### config.mk
export PLATFORM = sky130hd
export DESIGN_NAME = trial_division_factorizer_unit
export DESIGN_NICKNAME = d
export VERILOG_FILES = /design/src/tdf_pkg.sv /design/src/trial_division_factorizer_unit.sv /design/src/tdf_divider.sv
export SDC_FILE = /design/constraint.sdc
export NUM_CORES = 1
export LEC_CHECK = 0
export BUFFER_PORTS_ARGS = -buffer_cell sky130_fd_sc_hd__buf_2
export CORE_MARGIN = 5
export CORE_UTILIZATION = 55
export DETAILED_ROUTE_END_ITERATION = 16
export PLACE_DENSITY = 0.82
export SLEW_MARGIN = 20
export SYNTH_ARGS = -nofsm -noshare
export SYNTH_HDL_FRONTEND = slang
export SYNTH_HIERARCHICAL = 1
export SYNTH_SLANG_ARGS = --single-unit
export TNS_END_PERCENT = 5
### constraint.sdc
create_clock -name clk_i -period 10.2 [get_ports clk_i]
set_input_delay 0.51 -clock clk_i [delete_from_list [all_inputs] [get_ports clk_i]]
set_output_delay 0.51 -clock clk_i [all_outputs]
set_load 0.005 [all_outputs]
### src/tdf_pkg.sv
// Shared constants for the trial division factorizer.
`default_nettype none

package tdf_pkg;

  // Operand width of the value, the factors and the shared divider.
  localparam int WIDTH = 32;
  // Step counter width of the divider: counts WIDTH-1 down to 0.
  localparam int STEP_W = $clog2(WIDTH);

  typedef logic [WIDTH-1:0] word_t;

  // Result of one division as handed from the divider to the sequencer.
  typedef struct packed {
    logic  done;
    word_t quotient;
    word_t remainder;
  } div_result_t;

endpackage

`default_nettype wire

### src/trial_division_factorizer_unit.sv
// Top level: trial division sequencer around a shared iterative divider.
//
// Usage: present an unsigned value on value_i with in_valid_i; it is taken at
// a rising edge where in_valid_i is high and in_stall_o is low. The block
// then emits the prime factors in ascending order, with repeats, on factor_o,
// one transaction each, with last_o high on the final one. Values 0 and 1
// come back unchanged as a single transaction with last_o set.
// Operation: each candidate divisor costs one division (launch, WIDTH divider
// steps, result handoff, decision). Candidates run from 2 up to the square
// root of the shrinking remainder, and each factor found costs one more
// division of the same candidate.
// in_stall_o stays high from acceptance until the last factor has been loaded
// into the output register; the next item can enter while that one waits.
// The output register holds its transaction while out_stall_i is high and the
// sequencer pauses until the register frees up. Reset empties the output
// register and returns the sequencer to idle; no data is kept across items.
`default_nettype none

module trial_division_factorizer_unit
  import tdf_pkg::*;
(
  input  wire logic  clk_i,
  input  wire logic  rst_ni,
  input  wire logic  in_valid_i,
  output logic       in_stall_o,
  input  wire word_t value_i,
  output logic       out_valid_o,
  input  wire logic  out_stall_i,
  output word_t      factor_o,
  output logic       last_o
);

  localparam logic [2:0] StIdle   = 3'd0;
  localparam logic [2:0] StStart  = 3'd1;
  localparam logic [2:0] StWait   = 3'd2;
  localparam logic [2:0] StDecide = 3'd3;
  localparam logic [2:0] StFinal  = 3'd4;

  logic [2:0]  state_q, state_d;
  word_t       rest_q, rest_d;
  word_t       cand_q, cand_d;
  logic        out_valid_q, out_valid_d;
  word_t       factor_q, factor_d;
  logic        last_q, last_d;

  logic        div_start;
  div_result_t div_res;
  logic        out_free;
  logic        emit;

  tdf_divider u_divider (
    .clk_i      (clk_i),
    .rst_ni     (rst_ni),
    .start_i    (div_start),
    .dividend_i (rest_q),
    .divisor_i  (cand_q),
    .result_o   (div_res)
  );

  assign out_free   = !out_valid_q || !out_stall_i;
  assign in_stall_o = (state_q != StIdle);

  always_comb begin
    state_d   = state_q;
    rest_d    = rest_q;
    cand_d    = cand_q;
    factor_d  = factor_q;
    last_d    = last_q;
    emit      = 1'b0;
    div_start = 1'b0;
    unique case (state_q)
      StIdle: begin
        if (in_valid_i) begin
          rest_d = value_i;
          cand_d = WIDTH'(2);
          if (value_i < WIDTH'(2)) begin
            state_d = StFinal;
          end else begin
            state_d = StStart;
          end
        end
      end
      StStart: begin
        div_start = 1'b1;
        state_d   = StWait;
      end
      StWait: begin
        if (div_res.done) begin
          state_d = StDecide;
        end
      end
      StDecide: begin
        if (cand_q > div_res.quotient) begin
          // candidate squared exceeds the remainder: remainder is the last factor
          state_d = StFinal;
        end else if (div_res.remainder == '0) begin
          if (out_free) begin
            emit     = 1'b1;
            factor_d = cand_q;
            last_d   = (div_res.quotient == WIDTH'(1));
            rest_d   = div_res.quotient;
            state_d  = (div_res.quotient == WIDTH'(1)) ? StIdle : StStart;
          end
        end else begin
          cand_d  = cand_q + WIDTH'(1);
          state_d = StStart;
        end
      end
      StFinal: begin
        if (out_free) begin
          emit     = 1'b1;
          factor_d = rest_q;
          last_d   = 1'b1;
          state_d  = StIdle;
        end
      end
      default: begin
        state_d = StIdle;
      end
    endcase
  end

  always_comb begin
    out_valid_d = out_valid_q;
    if (emit) begin
      out_valid_d = 1'b1;
    end else if (!out_stall_i) begin
      out_valid_d = 1'b0;
    end
  end

  always_ff @(posedge clk_i or negedge rst_ni) begin
    if (!rst_ni) begin
      state_q     <= StIdle;
      out_valid_q <= 1'b0;
    end else begin
      state_q     <= state_d;
      out_valid_q <= out_valid_d;
    end
  end

  always_ff @(posedge clk_i) begin
    rest_q   <= rest_d;
    cand_q   <= cand_d;
    factor_q <= factor_d;
    last_q   <= last_d;
  end

  assign out_valid_o = out_valid_q;
  assign factor_o    = factor_q;
  assign last_o      = last_q;

endmodule

`default_nettype wire

### src/tdf_divider.sv
// Restoring radix-2 divider: one quotient bit per cycle, WIDTH quotient bits per division.
`default_nettype none

module tdf_divider
  import tdf_pkg::*;
(
  input  wire logic        clk_i,
  input  wire logic        rst_ni,
  input  wire logic        start_i,
  input  wire word_t       dividend_i,
  input  wire word_t       divisor_i,
  output div_result_t      result_o
);

  logic              busy_q, busy_d;
  logic              done_q, done_d;
  logic [STEP_W-1:0] step_q, step_d;
  word_t             rem_q, rem_d;
  word_t             quo_q, quo_d;
  word_t             dsr_q, dsr_d;

  logic [WIDTH:0]    rem_shift;
  logic [WIDTH:0]    diff;

  assign rem_shift = {rem_q, quo_q[WIDTH-1]};
  assign diff      = rem_shift - {1'b0, dsr_q};

  always_comb begin
    busy_d = busy_q;
    done_d = 1'b0;
    step_d = step_q;
    rem_d  = rem_q;
    quo_d  = quo_q;
    dsr_d  = dsr_q;
    if (start_i) begin
      busy_d = 1'b1;
      step_d = STEP_W'(WIDTH - 1);
      rem_d  = '0;
      quo_d  = dividend_i;
      dsr_d  = divisor_i;
    end else if (busy_q) begin
      // keep the trial difference only when it did not go negative
      if (!diff[WIDTH]) begin
        rem_d = diff[WIDTH-1:0];
      end else begin
        rem_d = rem_shift[WIDTH-1:0];
      end
      quo_d = {quo_q[WIDTH-2:0], ~diff[WIDTH]};
      if (step_q == '0) begin
        busy_d = 1'b0;
        done_d = 1'b1;
      end else begin
        step_d = step_q - STEP_W'(1);
      end
    end
  end

  always_ff @(posedge clk_i or negedge rst_ni) begin
    if (!rst_ni) begin
      busy_q <= 1'b0;
      done_q <= 1'b0;
      step_q <= '0;
    end else begin
      busy_q <= busy_d;
      done_q <= done_d;
      step_q <= step_d;
    end
  end

  always_ff @(posedge clk_i) begin
    rem_q <= rem_d;
    quo_q <= quo_d;
    dsr_q <= dsr_d;
  end

  assign result_o.done      = done_q;
  assign result_o.quotient  = quo_q;
  assign result_o.remainder = rem_q;

endmodule

`default_nettype wire
==> Word level (Yosys, flattened, before mapping) <==
Cells that the tools add are included.
{ "totals": {"reg_bits": 204, "in_bits": 36, "wordCells": 95} }
{ "op_classes": {"addsub": 3, "magnitude_cmp": 2, "n_eq_ne": 15, "n_mux": 47, "bitwise_logic": 1, "n_reduce_logical": 15} }
{ "op_table": {"columns": ["op", "n"], "rows": [
  ["$mux 32", 14],
  ["$pmux 32 s2", 3],
  ["$sub 33x32->33", 1],
  ["$add 32x1->32 const B", 1],
  ["$eq 32x1->1 const B", 1],
  ["$gt 32x32->1", 1],
  ["$logic_not 32->1", 1],
  ["$lt 32x2->1 const B", 1],
  ["$mux 3", 7],
  ["$mux 1", 17],
  ["$mux 5", 3],
  ["$pmux 3 s5", 1],
  ["$ne 2x2->1 const B", 7],
  ["$reduce_and 5->1", 2],
  ["$reduce_and 4->1", 2],
  ["$eq 3x2->1 const B", 2],
  ["$reduce_bool 2->1", 3],
  ["$logic_not 5->1", 1],
  ["$sub 5x1->5 const B", 1],
  ["$ne 2x1->1 const B", 2],
  ["$ne 4x4->1 const B", 1],
  ["$pmux 1 s2", 2],
  ["$eq 3x1->1 const B", 1],
  ["$eq 3x3->1 const B", 1],
  ["other kinds (6)", 7]
]} }

==> Longest topological paths before layout <==
{ "depth": {"ltp_word": 7, "mapped_depth": 14} }

==> Hierarchy <==
The synthesis kept the hierarchy.
{ "by_module_without_submodules": {"columns": ["module", "n_inst", "cells_each", "area_each_um2", "seq_area_each_um2"], "rows": [
  ["tdf_divider", 1, 583, 5888.1, 2737.6],
  ["trial_division_factorizer_unit", 1, 519, 5694.2, 3012.9]
]} }

==> Worst setup path after synthesis <==
No wires, ideal clock.
{ "synth_timing": {"kind": "reg2reg", "from": "register state_q[0]", "to": "register u_divider.quo_q[0], enable pin", "arrival_ns": 4.332, "required_ns": 9.813, "path_slack_ns": 5.482, "path_stages_with_launch": 6, "path_buffers": 2, "period_less_slack_ns": 4.718, "path_cell_list": "dfrtp_1 > clkbuf_1 > nor3b_1 > nor2_1 > clkbuf_1 > inv_1"} }
{ "synth_between": {"elab_chain_len": 3} }
{ "synth_rtl": {"columns": ["item", "line_no", "text"], "rows": [
  ["start: declaration", "trial_division_factorizer_unit.sv:39", "logic [2:0] state_q, state_d;"],
  ["start signal: assignment", "trial_division_factorizer_unit.sv:134", "state_q <= StIdle;"],
  ["start signal: assignment", "trial_division_factorizer_unit.sv:137", "state_q <= state_d;"],
  ["$eq 3x1->1", "trial_division_factorizer_unit.sv:71", "unique case (state_q)"],
  ["$mux 1", "trial_division_factorizer_unit.sv:71", null],
  ["named net div_start", "trial_division_factorizer_unit.sv:46", "logic div_start;"],
  ["$reduce_bool 2->1 (no line)", null, null],
  ["end signal: assignment", "tdf_divider.sv:72", "quo_q <= quo_d;"],
  ["end: declaration", "tdf_divider.sv:19", "word_t quo_q, quo_d;"]
]} }
The timed path passes the listed nets, and every way through them passes these cells.
A chain may end at the register's enable or synchronous reset.

==> Worst setup path after layout <==
{ "layout_timing": {"from": "register u_divider.quo_q[31]", "to": "register u_divider.rem_q[3]"} }
{ "layout_between": {"elab_chain_len": 2} }
{ "layout_rtl": {"columns": ["item", "line_no", "text"], "rows": [
  ["$sub 33x32->33", "tdf_divider.sv:26", "assign diff = rem_shift - {1'b0, dsr_q};"],
  ["$mux 32", "tdf_divider.sv:43", "if (!diff[WIDTH]) begin"],
  ["end signal: assignment", "tdf_divider.sv:71", "rem_q <= rem_d;"],
  ["end: declaration", "tdf_divider.sv:18", "word_t rem_q, rem_d;"]
]} }
No other way between the ends.

==> reports/results.tsv <==
metric	value	unit
Post-Syn Nets	1206	
ratio of cells with drive above 1 in the final layout	0.158	
VDD IR-drop max	0.204	mV
total gr overflow	0	
CP startpoint kind	flip-flop	
top cells by count, synth	161 x edfxtp_1, 131 x nand2_1, 76 x inv_1	
Yosys warnings	6	
drt first pass iters	5	
I/O pin total	71	
largest net degree at the start of global routing	74	
Die Ht	155	um
Net count, final	1268	
number of flops mapped to enable cells by yosys	161	
min Tclk post-route	3970	ps
initial antenna violation count	0	
CTS tree	done	
f_max	0.252	GHz
Cell Area, Synth	11600	um^2
Area contributors post-synth	edfxtp_1 42%, ha_1 7.2%, dfxtp_1 5.5%	
Cells after Synth	1102	
Max-Slew Margin vs Limit	0.282	
WL/cell	19.4	um
first-pass GRT wire length	45100	um
WP data arrival	4360	ps
critical path's top delay family	compound AO/OA/AOI/OAI gates	
Avg Cell Area, Syn	10.5	um^2
RSZ-0062 raised after global routing	no	
# clock sinks	204	
critical-path cell list	inv_1 -> ha_1 -> fa_1 -> nand2b_1 -> a21oi_1 -> o41a_1 -> a31o_1 -> o2111ai_2 -> a31oi_4 -> xnor2_2 -> buf_4 -> nand2_1 -> a311oi_1	
via count	9002	
starting density of the core	0.554	
Worst-path clk slew	60	ps
Setup Skew	15.3	ps
CP Data Required Time	10600	ps
drt total wl	28300	um
Slew @ Worst Pin	1070	ps
CTS Buf Count	22	
DR DRC count	0	
number of vias per cell	6.19	
Seq/Total Area, Yosys	0.496	
post-route ant nets	0	
vias in the first global route	8594	
PD cells	352	nW/um^2
Max FO, Critical Path	19	
leakage power	5.16	nW
Synth top area share	0.417	
Longest Clk Path Bufs	3	
detailed placement HPWL	19900	um
Worst-Skew Late Latency	500	ps
Die Area	24100	um^2
Non-Filler Instances	1454	
maxcap violations	0	
Post-synth top flop	edfxtp_1	
class of the most critical setup path	flip-flop to flip-flop	
# placed instances	1413	
input/output buffers	70	
Area Overhead vs Synth	11.4	%
met1 Use GR	0.309	
Core ar.	20900	um^2
Final Hold Viols	0	
GR met2 Demand/Resource	0.387	
Async SR Flop Fraction	0.0539	
synthesized flop and latch total	204	
Setup violations, final	0	
clk root buf	clkbuf_16	
crit end category	flip-flop	
Hold Crit Class	primary input to flip-flop	
Worst path slowest cell	xnor2_2	
most common cell in the synthesized netlist	edfxtp_1	
Die Width	155	um
worst path bufs/invs	2	
Largest stage delay, worst path	550	ps
setup TNS	0	ps
library cells used by synthesis	74	
busiest grt layer	met2	
fin crit share	0.389	
GRT Resource Usage Total	0.229	
diodes inserted	0	
GR Layer Usage met3	0.0317	
Starting DRT DRC Count	1070	
# H-tree levels	1	
status	finished clean	
Slew Limit Fails	0	
leading area contributor after synthesis	edfxtp_1	
num rows	53	
Placer Congestion	0.906	
==> where the power goes <==
| part | internal, mW | switching (mW) |
|---|---|---|
| combinational | 0.871 | 1.25 |
| sequential | 1.34 | 0.320 |
| clock | 0.439 | 0.316 |
| total | 2.65 | 1.89 |
==> routing by layer <==
layer | wire length, um | up-vias | part of all wire
li1 | - | 4183 | -
met1 | 11600 | 4311 | 0.41
met2 | 13600 | 442 | 0.48
met3 | 2270 | 66 | 0.080
met4 | 816 | 0 | 0.029
met5 | 0 | - | 0
==> final timing paths <==
| path | slack (ps) | endpoint | startpoint | cells after the start |
|---|---|---|---|---|
| max | 6230 | u_divider/rem_q[3]$_SDFFE_PP0P_ | u_divider/quo_q[31]$_DFFE_PP_ | 13 |
| min | 310 | rest_q[12]$_DFFE_PP_ | value_i[12] | 3 |
| max reg2reg | 6230 | u_divider/rem_q[3]$_SDFFE_PP0P_ | u_divider/quo_q[31]$_DFFE_PP_ | 13 |
| min reg2reg | 520 | u_divider/rem_q[2]$_SDFFE_PP0P_ | u_divider/rem_q[1]$_SDFFE_PP0P_ | 2 |
| max in group asynchronous | 9500 | state_q[1]$_DFFE_PN0P_ | rst_ni | 2 |
| min in group asynchronous | 450 | state_q[2]$_DFFE_PN0P_ | rst_ni | 2 |
==> repair_timing <==
item | 4_1_cts | 5_1_grt
hold buffers | 1 | 0
setup buffers | 0 | 0
resized for setup | 0 | 0
hold endpoints to repair | 11 | 0
==> cells by family after synthesis <==
group / synth area share
AOI/OAI and AO/OA: 0.126
xor gates and xnor gates: 0.0436
adders and majority gates: 0.0741
buffers and inverters: 0.0440
DFF: 0.496
muxes: 0.0601
and+or+nand+nor: 0.155
==> flip-flops by register name, indices dropped and copies added, names as in the netlist <==
| name | count |
|---|---|
| out_valid_o | 1 |
| cand_q | 32 |
| u_divider/rem_q | 32 |
| rest_q | 32 |
| u_divider/quo_q | 32 |
| state_q | 3 |
| u_divider/dsr_q | 32 |
| u_divider/done_q | 1 |
| u_divider/busy_q | 1 |
| last_o | 1 |
| u_divider/step_q | 5 |
| factor_o | 32 |
==> worst register-to-register path, stage by stage (launching register included) <==
cell	delay, ps
edfxtp_1	420
inv_1	170
ha_1	220
fa_1	210
nand2b_1	190
a21oi_1	120
o41a_1	480
a31o_1	300
o2111ai_2	250
a31oi_4	190
xnor2_2	560
buf_4	370
nand2_1	100
a311oi_1	280
==> area by class of cell <==
class / instances / area [um^2]
Multi-Input combinational cell: 774 / 5370
Clock buffer: 31 / 606
Timing Repair Buffer: 84 / 478
Inverter: 78 / 293
Clock inverter: 8 / 68.8
Sequential cell: 204 / 5750
Tap cell: 275 / 344
Fill cell: 1588 / 7980
==> stage by stage <==
step | total power, mW | hold slack, ps | utilization | setup slack [ps] | cell area [um^2]
finish | 4.54 | 307 | 0.618 | 6230 | 12900
global route | 4.83 | 309 | 0.618 | 6000 | 12900
CTS | 4.51 | 290 | 0.616 | 6250 | 12900
detailed placement | 3.73 | 409 | 0.584 | 6280 | 12200
global placement | 3.64 | 401 | 0.584 | 6380 | 12200
floorplan | 3.17 | 214 | - | 5480 | 11600
==> placed cells by master (no fill, tap or decap), types with 11 or more instances in the layout <==
cell type	n
edfxtp_1	161
nand2_1	131
inv_1	76
buf_2	70
o21ai_0	68
nor2_1	67
ha_1	67
mux2_2	49
a21oi_1	48
dfxtp_1	32
nor4_1	30
nand3_1	27
xnor2_1	27
xor2_1	27
a21o_1	24
nor3_1	23
clkbuf_16	23
nand4_1	22
a311oi_1	18
and3_1	17
buf_4	12
mux2_1	11
dfrtp_1	11
Power figures use the tool's default switching activity.
